`config.mk`:
```
export PLATFORM = sky130hd
export DESIGN_NAME = list_mode_record_decoder
export DESIGN_NICKNAME = d
export VERILOG_FILES = /design/src/rtl/lmrd_pkg.sv /design/src/rtl/lmrd_parser.sv /design/src/rtl/lmrd_expander.sv /design/src/rtl/list_mode_record_decoder.sv
export SDC_FILE = /design/constraint.sdc
export NUM_CORES = 2
export LEC_CHECK = 0
export ABC_AREA = 0
export BUFFER_PORTS_ARGS = -buffer_cell sky130_fd_sc_hd__buf_4
export CAP_MARGIN = 5
export CORE_MARGIN = 2
export CORE_UTILIZATION = 40
export CTS_BUF_LIST = sky130_fd_sc_hd__clkbuf_8
export CTS_CLUSTER_SIZE = 12
export DETAILED_ROUTE_END_ITERATION = 10
export GPL_TIMING_DRIVEN = 0
export SLEW_MARGIN = 15
export SYNTH_ARGS = -nofsm -noshare
export SYNTH_HDL_FRONTEND = slang
export SYNTH_SLANG_ARGS = --single-unit
```
`constraint.sdc`:
```
create_clock -name i_clk -period 14.87 [get_ports i_clk]
set_clock_uncertainty 0.1 [all_clocks]
set_input_delay 2.974 -clock i_clk [delete_from_list [all_inputs] [get_ports i_clk]]
set_output_delay 2.974 -clock i_clk [all_outputs]
set_load 0.02 [all_outputs]
```
`src/rtl/lmrd_pkg.sv`:
```
`default_nettype none

package lmrd_pkg;

    // Result kinds.
    localparam logic [1:0] KIND_EVENT = 2'd0;
    localparam logic [1:0] KIND_SUM   = 2'd1;
    localparam logic [1:0] KIND_QDC   = 2'd2;
    localparam logic [1:0] KIND_TRACE = 2'd3;

    // Header kind part of the status field.
    localparam logic [3:0] HDR_KIND_4     = 4'd1;
    localparam logic [3:0] HDR_KIND_8     = 4'd2;
    localparam logic [3:0] HDR_KIND_12    = 4'd4;
    localparam logic [3:0] HDR_KIND_OTHER = 4'd8;

    // Clock period register after reset, in picoseconds.
    localparam logic [13:0] PERIOD_RESET_PS = 14'd10000;

    // Framing phase of the word stream, one-hot.
    typedef enum logic [3:0] {
        PH_LEN   = 4'b0001,
        PH_VSN   = 4'b0010,
        PH_HDR   = 4'b0100,
        PH_TRACE = 4'b1000
    } t_phase;

    // One decoded record: the first result plus the count of pad pairs after it.
    typedef struct packed {
        logic [1:0]  kind;
        logic [51:0] time_ps;
        logic [11:0] channel_id;
        logic [15:0] energy;
        logic [5:0]  status;
        logic [14:0] trace_len;
        logic [31:0] module_vsn;
        logic [12:0] item_index;
        logic [31:0] value;
        logic [14:0] sample_a;
        logic [14:0] sample_b;
        logic [1:0]  pad_pairs;
    } t_rec;

endpackage

`default_nettype wire

```
`src/rtl/lmrd_parser.sv`:
```
`default_nettype none

module lmrd_parser (
    input  wire logic          i_clk,
    input  wire logic          i_rst_n,
    // Configuration
    input  wire logic          i_cfg_wr_en,
    input  wire logic [13:0]   i_cfg_wr_data,
    // Word stream
    input  wire logic          i_in_valid,
    output logic               o_in_ready,
    input  wire logic [31:0]   i_data_word,
    input  wire logic          i_spill_start,
    // Decoded records
    output logic               o_rec_valid,
    input  wire logic          i_rec_ready,
    output lmrd_pkg::t_rec     o_rec
);

    // Header word positions with a fixed meaning.
    localparam logic [4:0] POS_ID     = 5'd0;
    localparam logic [4:0] POS_CLK_LO = 5'd1;
    localparam logic [4:0] POS_CLK_HI = 5'd2;
    localparam logic [4:0] POS_ENERGY = 5'd3;

    // Input register.
    logic        r_in_valid;
    logic [31:0] r_word;
    logic        r_start;

    // Decoder state.
    lmrd_pkg::t_phase r_phase, n_phase;
    logic [31:0] r_mwl, n_mwl;
    logic [4:0]  r_hpos, n_hpos;
    logic [4:0]  r_hl, n_hl;
    logic [12:0] r_twl, n_twl;
    logic [13:0] r_ts, n_ts;
    logic [31:0] r_first, n_first;
    logic [31:0] r_clk_lo, n_clk_lo;
    logic [15:0] r_clk_hi, n_clk_hi;
    logic [31:0] r_vsn, n_vsn;
    logic [13:0] r_period;

    // Record register.
    logic           r_rec_valid;
    lmrd_pkg::t_rec r_rec, n_rec;
    logic           n_has;

    logic             adv;
    lmrd_pkg::t_phase e_phase;
    logic [31:0]      e_mwl;
    logic [4:0]       e_hpos;
    logic [12:0]      e_twl;
    logic [31:0]      mwl_dec;
    logic [4:0]       hl_cur;
    logic [4:0]       hl_field;
    logic [12:0]      twl_cur;
    logic [13:0]      lent;
    logic [13:0]      ts_new;
    logic [14:0]      padded;
    logic [61:0]      product;
    logic [12:0]      pair;
    logic [12:0]      pairs_total;
    logic [3:0]       hdr_kind;

    // The word moves on when the record slot is free or being emptied.
    assign adv        = r_in_valid && (!r_rec_valid || i_rec_ready);
    assign o_in_ready = !r_in_valid || adv;

    // Input register.
    always_ff @(posedge i_clk) begin
        if (!i_rst_n) begin
            r_in_valid <= 1'b0;
        end else if (o_in_ready) begin
            r_in_valid <= i_in_valid;
        end
        if (o_in_ready && i_in_valid) begin
            r_word  <= i_data_word;
            r_start <= i_spill_start;
        end
    end

    // Clock period register.
    always_ff @(posedge i_clk) begin
        if (!i_rst_n) begin
            r_period <= lmrd_pkg::PERIOD_RESET_PS;
        end else if (i_cfg_wr_en) begin
            r_period <= i_cfg_wr_data;
        end
    end

    // Time stamp scaling, from the registered clock words.
    assign product = 62'({r_clk_hi, r_clk_lo}) * 62'(r_period);

    // Decode of one word against the framing state.
    always_comb begin
        // A spill start restarts module framing before the word is looked at.
        e_phase = r_start ? lmrd_pkg::PH_LEN : r_phase;
        e_mwl   = r_start ? 32'd0 : r_mwl;
        e_hpos  = r_start ? 5'd0 : r_hpos;
        e_twl   = r_start ? 13'd0 : r_twl;

        mwl_dec  = (e_mwl != 32'd0) ? e_mwl - 32'd1 : 32'd0;
        hl_field = r_word[16:12];
        lent     = r_word[29:16];
        ts_new   = {lent[13:1], 1'b0};
        padded   = ({1'b0, ts_new} + 15'd7) & ~15'd7;
        hl_cur   = r_hl;
        twl_cur  = e_twl;
        pair     = r_ts[13:1] - e_twl;
        pairs_total = r_ts[13:1];
        hdr_kind = lmrd_pkg::HDR_KIND_OTHER;

        n_phase  = e_phase;
        n_mwl    = e_mwl;
        n_hpos   = e_hpos;
        n_hl     = r_hl;
        n_twl    = e_twl;
        n_ts     = r_ts;
        n_first  = r_first;
        n_clk_lo = r_clk_lo;
        n_clk_hi = r_clk_hi;
        n_vsn    = r_vsn;

        n_rec            = '0;
        n_rec.module_vsn = r_vsn;
        n_has            = 1'b0;

        unique case (e_phase)
            lmrd_pkg::PH_LEN: begin
                n_mwl   = (r_word == 32'd0) ? 32'd0 : r_word - 32'd1;
                n_phase = lmrd_pkg::PH_VSN;
            end
            lmrd_pkg::PH_VSN: begin
                n_mwl   = mwl_dec;
                n_vsn   = r_word;
                n_phase = (mwl_dec == 32'd0) ? lmrd_pkg::PH_LEN : lmrd_pkg::PH_HDR;
            end
            lmrd_pkg::PH_HDR: begin
                n_mwl = mwl_dec;
                if (e_hpos == POS_ID) begin
                    hl_cur = (hl_field < 5'd4) ? 5'd4 : hl_field;
                end
                n_hl = hl_cur;

                // Header kind from the header length.
                if (hl_cur == 5'd4) begin
                    hdr_kind = lmrd_pkg::HDR_KIND_4;
                end else if (hl_cur == 5'd8) begin
                    hdr_kind = lmrd_pkg::HDR_KIND_8;
                end else if (hl_cur == 5'd12) begin
                    hdr_kind = lmrd_pkg::HDR_KIND_12;
                end

                case (e_hpos)
                    POS_ID:     n_first  = r_word;
                    POS_CLK_LO: n_clk_lo = r_word;
                    POS_CLK_HI: n_clk_hi = r_word[15:0];
                    POS_ENERGY: begin
                        twl_cur          = lent[13:1];
                        n_ts             = ts_new;
                        n_has            = 1'b1;
                        n_rec.kind       = lmrd_pkg::KIND_EVENT;
                        n_rec.time_ps    = product[51:0];
                        n_rec.channel_id = r_first[11:0];
                        n_rec.energy     = r_word[15:0];
                        n_rec.status     = {(lent != 14'd0), r_first[31], hdr_kind};
                        n_rec.trace_len  = padded;
                    end
                    default: begin
                        // Sum and QDC words past the fixed header.
                        if ((hl_cur == 5'd8 || hl_cur == 5'd16) && e_hpos < 5'd8) begin
                            n_has            = 1'b1;
                            n_rec.kind       = lmrd_pkg::KIND_SUM;
                            n_rec.item_index = 13'(e_hpos - 5'd4);
                            n_rec.value      = r_word;
                        end else if (hl_cur == 5'd12 && e_hpos < 5'd12) begin
                            n_has            = 1'b1;
                            n_rec.kind       = lmrd_pkg::KIND_QDC;
                            n_rec.item_index = 13'(e_hpos - 5'd4);
                            n_rec.value      = r_word;
                        end else if (hl_cur == 5'd16 && e_hpos < 5'd16) begin
                            n_has            = 1'b1;
                            n_rec.kind       = lmrd_pkg::KIND_QDC;
                            n_rec.item_index = 13'(e_hpos - 5'd8);
                            n_rec.value      = r_word;
                        end
                    end
                endcase

                // End of header: go to the trace or close the event.
                n_twl = twl_cur;
                if (({1'b0, e_hpos} + 6'd1) >= {1'b0, hl_cur}) begin
                    n_hpos = 5'd0;
                    if (twl_cur != 13'd0) begin
                        n_phase = lmrd_pkg::PH_TRACE;
                    end else begin
                        n_twl   = 13'd0;
                        n_phase = (mwl_dec == 32'd0) ? lmrd_pkg::PH_LEN : lmrd_pkg::PH_HDR;
                    end
                end else begin
                    n_hpos = e_hpos + 5'd1;
                end
            end
            lmrd_pkg::PH_TRACE: begin
                n_mwl            = mwl_dec;
                n_has            = 1'b1;
                n_rec.kind       = lmrd_pkg::KIND_TRACE;
                n_rec.item_index = pair;
                n_rec.sample_a   = r_word[14:0];
                n_rec.sample_b   = r_word[30:16];
                n_twl            = e_twl - 13'd1;
                if (n_twl == 13'd0) begin
                    // Pad pairs bring the pair count up to a multiple of four.
                    n_rec.pad_pairs = 2'd0 - pairs_total[1:0];
                    n_hpos  = 5'd0;
                    n_phase = (mwl_dec == 32'd0) ? lmrd_pkg::PH_LEN : lmrd_pkg::PH_HDR;
                end
            end
            default: begin
                n_phase = lmrd_pkg::PH_LEN;
            end
        endcase
    end

    // State and record registers.
    always_ff @(posedge i_clk) begin
        if (!i_rst_n) begin
            r_phase     <= lmrd_pkg::PH_LEN;
            r_mwl       <= 32'd0;
            r_hpos      <= 5'd0;
            r_hl        <= 5'd0;
            r_twl       <= 13'd0;
            r_ts        <= 14'd0;
            r_first     <= 32'd0;
            r_clk_lo    <= 32'd0;
            r_clk_hi    <= 16'd0;
            r_vsn       <= 32'd0;
            r_rec_valid <= 1'b0;
        end else begin
            if (adv) begin
                r_phase     <= n_phase;
                r_mwl       <= n_mwl;
                r_hpos      <= n_hpos;
                r_hl        <= n_hl;
                r_twl       <= n_twl;
                r_ts        <= n_ts;
                r_first     <= n_first;
                r_clk_lo    <= n_clk_lo;
                r_clk_hi    <= n_clk_hi;
                r_vsn       <= n_vsn;
                r_rec_valid <= n_has;
            end else if (i_rec_ready) begin
                r_rec_valid <= 1'b0;
            end
        end
        if (adv && n_has) begin
            r_rec <= n_rec;
        end
    end

    assign o_rec_valid = r_rec_valid;
    assign o_rec       = r_rec;

endmodule

`default_nettype wire

```
`src/rtl/lmrd_expander.sv`:
```
`default_nettype none

module lmrd_expander (
    input  wire logic          i_clk,
    input  wire logic          i_rst_n,
    // Decoded records
    input  wire logic          i_rec_valid,
    output logic               o_rec_ready,
    input  wire lmrd_pkg::t_rec i_rec,
    // Results
    output logic               o_out_valid,
    input  wire logic          i_out_ready,
    output logic [1:0]         o_kind,
    output logic [51:0]        o_time_ps,
    output logic [11:0]        o_channel_id,
    output logic [15:0]        o_energy,
    output logic [5:0]         o_status,
    output logic [14:0]        o_trace_len,
    output logic [31:0]        o_module_vsn,
    output logic [12:0]        o_item_index,
    output logic [31:0]        o_value,
    output logic [14:0]        o_sample_a,
    output logic [14:0]        o_sample_b,
    output logic               o_last
);

    logic           r_valid;
    lmrd_pkg::t_rec r_rec;
    logic [1:0]     r_sub;
    logic           is_last;

    // The held record is done once its final result is taken.
    assign is_last     = (r_sub == r_rec.pad_pairs);
    assign o_rec_ready = !r_valid || (i_out_ready && is_last);

    // Result register: loads a record and steps through its pad pairs.
    always_ff @(posedge i_clk) begin
        if (!i_rst_n) begin
            r_valid <= 1'b0;
            r_sub   <= 2'd0;
        end else if (o_rec_ready) begin
            r_valid <= i_rec_valid;
            r_sub   <= 2'd0;
        end else if (i_out_ready) begin
            r_sub <= r_sub + 2'd1;
        end
        if (o_rec_ready && i_rec_valid) begin
            r_rec <= i_rec;
        end
    end

    // Pad pairs reuse the record with zero samples and following indexes.
    assign o_out_valid  = r_valid;
    assign o_kind       = r_rec.kind;
    assign o_time_ps    = r_rec.time_ps;
    assign o_channel_id = r_rec.channel_id;
    assign o_energy     = r_rec.energy;
    assign o_status     = r_rec.status;
    assign o_trace_len  = r_rec.trace_len;
    assign o_module_vsn = r_rec.module_vsn;
    assign o_item_index = r_rec.item_index + 13'(r_sub);
    assign o_value      = r_rec.value;
    assign o_sample_a   = (r_sub == 2'd0) ? r_rec.sample_a : 15'd0;
    assign o_sample_b   = (r_sub == 2'd0) ? r_rec.sample_b : 15'd0;
    assign o_last       = is_last;

endmodule

`default_nettype wire

```
`src/rtl/list_mode_record_decoder.sv`:
```
// Channel    | Direction | Handshake                  | Payload
// word in    | input     | i_in_valid / o_in_ready    | i_data_word, i_spill_start
// result out | output    | o_out_valid / i_out_ready  | o_kind ... o_last
// config     | input     | i_cfg_wr_en                | i_cfg_wr_data (clock period, ps)
//
// One word is taken per cycle while results drain one per cycle. A word enters the
// input register, its first result the record and then the result register; the last
// trace word of an event gives up to four results, one per cycle at the output. The
// result register sets the rate: a word that gives n results holds it until the last
// is taken. Reset (synchronous, active low) expects a module length word; period is
// 10000 ps. A stall at the output holds the result and backs up through all registers.
`default_nettype none

module list_mode_record_decoder (
    input  wire logic          i_clk,
    input  wire logic          i_rst_n,
    input  wire logic          i_cfg_wr_en,
    input  wire logic [13:0]   i_cfg_wr_data,
    input  wire logic          i_in_valid,
    output logic               o_in_ready,
    input  wire logic [31:0]   i_data_word,
    input  wire logic          i_spill_start,
    output logic               o_out_valid,
    input  wire logic          i_out_ready,
    output logic [1:0]         o_kind,
    output logic [51:0]        o_time_ps,
    output logic [11:0]        o_channel_id,
    output logic [15:0]        o_energy,
    output logic [5:0]         o_status,
    output logic [14:0]        o_trace_len,
    output logic [31:0]        o_module_vsn,
    output logic [12:0]        o_item_index,
    output logic [31:0]        o_value,
    output logic [14:0]        o_sample_a,
    output logic [14:0]        o_sample_b,
    output logic               o_last
);

    logic           rec_valid;
    logic           rec_ready;
    lmrd_pkg::t_rec rec;

    // Framing and header decode.
    lmrd_parser u_parser (
        .i_clk         (i_clk),
        .i_rst_n       (i_rst_n),
        .i_cfg_wr_en   (i_cfg_wr_en),
        .i_cfg_wr_data (i_cfg_wr_data),
        .i_in_valid    (i_in_valid),
        .o_in_ready    (o_in_ready),
        .i_data_word   (i_data_word),
        .i_spill_start (i_spill_start),
        .o_rec_valid   (rec_valid),
        .i_rec_ready   (rec_ready),
        .o_rec         (rec)
    );

    // Result register and pad pair expansion.
    lmrd_expander u_expander (
        .i_clk        (i_clk),
        .i_rst_n      (i_rst_n),
        .i_rec_valid  (rec_valid),
        .o_rec_ready  (rec_ready),
        .i_rec        (rec),
        .o_out_valid  (o_out_valid),
        .i_out_ready  (i_out_ready),
        .o_kind       (o_kind),
        .o_time_ps    (o_time_ps),
        .o_channel_id (o_channel_id),
        .o_energy     (o_energy),
        .o_status     (o_status),
        .o_trace_len  (o_trace_len),
        .o_module_vsn (o_module_vsn),
        .o_item_index (o_item_index),
        .o_value      (o_value),
        .o_sample_a   (o_sample_a),
        .o_sample_b   (o_sample_b),
        .o_last       (o_last)
    );

endmodule

`default_nettype wire

```
==> results.ini <==
[global_route]
grt_pass1_wl_um=210000
first_global_vias=33500
antenna_violations_before_repair=7
gr-usage-all-layers_pct=24.3
gr-total-overflow=0
grt_max_degree=32

[clocking]
clock_path_buffers=3
cts_max_level=3
postCtsSetupRepairBufs=0
cts_inserted_buffers=107
postCtsHoldBufs=0
clock-root-buffer=sky130_fd_sc_hd__clkbuf_8
postCtsResizedCells=0
cts.clk_slew.worst_paths_ns=0.06
cts.sink_count=635
cts_tree=yes
clk_latency_ns=0.80

[yosys]
postSynth.topFlopCell=sky130_fd_sc_hd__edfxtp_1
synth.most_common_cell=sky130_fd_sc_hd__nand2_1
synth_async_sr_flop_share_pct=0
syn-mean-instance-area_um2=10.2
post_synth_num_cell_types=78
post_synth_most_frequent_cells=623 x sky130_fd_sc_hd__nand2_1, 520 x sky130_fd_sc_hd__inv_1, 508 x sky130_fd_sc_hd__fa_1
postSynthRegisterBits=635
postSynthCellCount=4415
synth_seq_area_share_pct=38.1
synth.cell_area_um2=45200
post-synth-top-area-fraction_pct=30.0
ys.warnings.count=0
synth_edf_count=451
synth_top_area_cell=sky130_fd_sc_hd__edfxtp_1
synth.top_cells.by_area=sky130_fd_sc_hd__edfxtp_1 30%, sky130_fd_sc_hd__fa_1 23%, sky130_fd_sc_hd__dfxtp_1 8.2%

[critical_path]
required_time_worst_endpoint_ns=15.27
critical_path.cell_chain=clkbuf_1 -> clkbuf_1 -> nand2_1 -> fa_1 -> fa_1 -> inv_1 -> fa_1 -> fa_1 -> fa_1 -> inv_1 -> fa_1 -> inv_1 -> ha_1 -> clkbuf_1 -> nand2_1 -> nor2_1 -> nand4_1 -> o221ai_1 -> nand4_1 -> a2111oi_2 -> nor3_1 -> o31ai_1 -> xnor2_1 -> nor2_1
worst_setup_path_start_kind=flip-flop
timing.critical_path.slowest_stage_cell=sky130_fd_sc_hd__a2111oi_2
path_delay_family=adder cells
critical-path-max-stage-delay_ns=0.86
regToRegSetupSlack_ns=5.45
cp_max_fo=10
crit_path_end_kind=flip-flop
cp_bufs_invs=6
most_numerous_cell_on_the_critical_path=sky130_fd_sc_hd__fa_1
arrival_ns=9.82
type_of_the_worst_setup_path=flip-flop to flip-flop

[timing]
finalWorstPathRequiredPeriod_ns=9.42
hold_ws_ns=0.303
timing_max_transition_violations_final=0
fin_tns_setup_ns=0
timing_hold_violations_final=0
tightest_slew_ns=1.26
fmax_mhz=106
rsz0062_at_grt=no
finalSetupViolCount=0
timing.max_slew.rel_slack_pct=15.7
timing.final.crit_share_pct=63.4

[status]
outcome=completed

[die]
dieHeight_um=340
starting_density_of_the_core_pct=40.2
die_area_um2=116000
floorplan.die.width_um=340
rows=123
floorplan.core_area_um2=112000
boundaryPins=265

[finish]
final_layout_size_suffix_gt1_share_pct=13.2
finish.net_count=5490
area_of_combinational_cells_with_multiple_inputs_um2=23800
finish.cell_count_without_fillers=6409
fillCellCount=10700
areaGrowthSynthToFinish_pct=15.1
largest_reg_flops=209
seqCellArea_um2=17200

[detailed_routing]
first_iter_violations=3012
route.final.wire_length_um=141000
via_count=33300
postRouteAntennaNets=0
drt_pre_antenna_iters=8
wire_per_inst_um=22.0
drt_drc_violations_left=0
viasPerCell=5.20

[pwr]
power_density_nw_per_um2=76.2
leakage_nw=22.3
finalPower_mw=3.96
vdd_ir_drop_max_v=0.0000622

[place]
place.port_buffers=260
place.gp.congestion=0.945
dp.final_hpwl_um=109000
placedCellCount=6200

[job]
drv.max_cap_violation_count=0

[hold_path]
hold_class=flip-flop to flip-flop

## worst register-to-register path, cell delays in order (launching register included)
cell and delay [ns]:
sky130_fd_sc_hd__dfxtp_1 0.38, sky130_fd_sc_hd__clkbuf_1 0.83, sky130_fd_sc_hd__clkbuf_1 0.77, sky130_fd_sc_hd__nand2_1 0.19, sky130_fd_sc_hd__fa_1 0.48, sky130_fd_sc_hd__fa_1 0.55, sky130_fd_sc_hd__inv_1 0.06, sky130_fd_sc_hd__fa_1 0.57
sky130_fd_sc_hd__fa_1 0.43, sky130_fd_sc_hd__fa_1 0.49, sky130_fd_sc_hd__inv_1 0.05, sky130_fd_sc_hd__fa_1 0.48, sky130_fd_sc_hd__inv_1 0.04, sky130_fd_sc_hd__ha_1 0.26, sky130_fd_sc_hd__clkbuf_1 0.27, sky130_fd_sc_hd__nand2_1 0.11
sky130_fd_sc_hd__nor2_1 0.17, sky130_fd_sc_hd__nand4_1 0.12, sky130_fd_sc_hd__o221ai_1 0.64, sky130_fd_sc_hd__nand4_1 0.46, sky130_fd_sc_hd__a2111oi_2 0.86, sky130_fd_sc_hd__nor3_1 0.23, sky130_fd_sc_hd__o31ai_1 0.37, sky130_fd_sc_hd__xnor2_1 0.16
sky130_fd_sc_hd__nor2_1 0.07
## layout make-up
cell class / instances / area share, %
tap: 1500 / 3.61
multi-input combinational: 2835 / 45.8
clock buffer: 132 / 3.49
inverter: 521 / 3.76
antenna: 7 / 0.0337
timing repair buffer: 284 / 4.74
buffer: 426 / 4.30
clock inverter: 69 / 1.09
sequential: 635 / 33.1
## kinds of logic (layout without fill, tap and decap cells)
group	Yosys count	count (layout)	share of synthesized area [%]
adder cells (fa/ha/maj)	628	628	25.8
AND/OR/NAND/NOR	1498	1498	15.7
AO/OA/AOI/OAI	499	499	6.92
other	1	10	0.00830
multiplexers	64	64	1.42
buffers and inverters	947	1432	9.28
flip-flops	635	635	38.1
XOR/XNOR	143	143	2.77
## metal layers
metal	track usage, %	vias up	wire length (um)
met2	37.1	1460	62500
met5	0.286	-	73
li1	-	14900	-
met1	33.8	16700	60300
met4	9.39	6	5070
met3	5.31	258	12700
## final timing paths
path / depth (start not counted) / endpoint / from
min reg2reg: 0 / u_expander.o_energy[9] / u_parser.o_rec[139]
max reg2reg: 24 / u_parser.o_rec[208] / u_parser.r_period[5]
max: 24 / u_parser.o_rec[208] / u_parser.r_period[5]
min: 0 / u_expander.o_energy[9] / u_parser.o_rec[139]
## layout by cell type (no fill, tap or decap), types with 64 or more instances in the layout
cell type                    n
sky130_fd_sc_hd__edfxtp_1  451
sky130_fd_sc_hd__nor2_1    288
sky130_fd_sc_hd__dfxtp_1   184
sky130_fd_sc_hd__ha_1      120
sky130_fd_sc_hd__a21oi_1   172
sky130_fd_sc_hd__fa_1      508
sky130_fd_sc_hd__clkbuf_1  241
sky130_fd_sc_hd__o21ai_0    96
sky130_fd_sc_hd__buf_4     428
sky130_fd_sc_hd__mux2i_1    64
sky130_fd_sc_hd__nand2_1   623
sky130_fd_sc_hd__inv_1     548
sky130_fd_sc_hd__and2_1    325
sky130_fd_sc_hd__clkbuf_8  132
sky130_fd_sc_hd__xnor2_1    97
## report_power, final
part,total (mW),switching (mW),internal (mW)
clock,1.70,0.781,0.922
combinational,0.337,0.247,0.0902
sequential,1.92,0.0236,1.90
## through the flow
stage               setup slack (ns)  util, %  instance area (um2)
detailed placement              5.47     44.1                49600
CTS                             5.44     46.3                52000
floorplan                       1.60        -                45200
global placement               -6.76     43.6                49000
global route                    4.95     46.3                52000
finish                          5.45     46.3                52000
(Power assumes the default switching activity.)
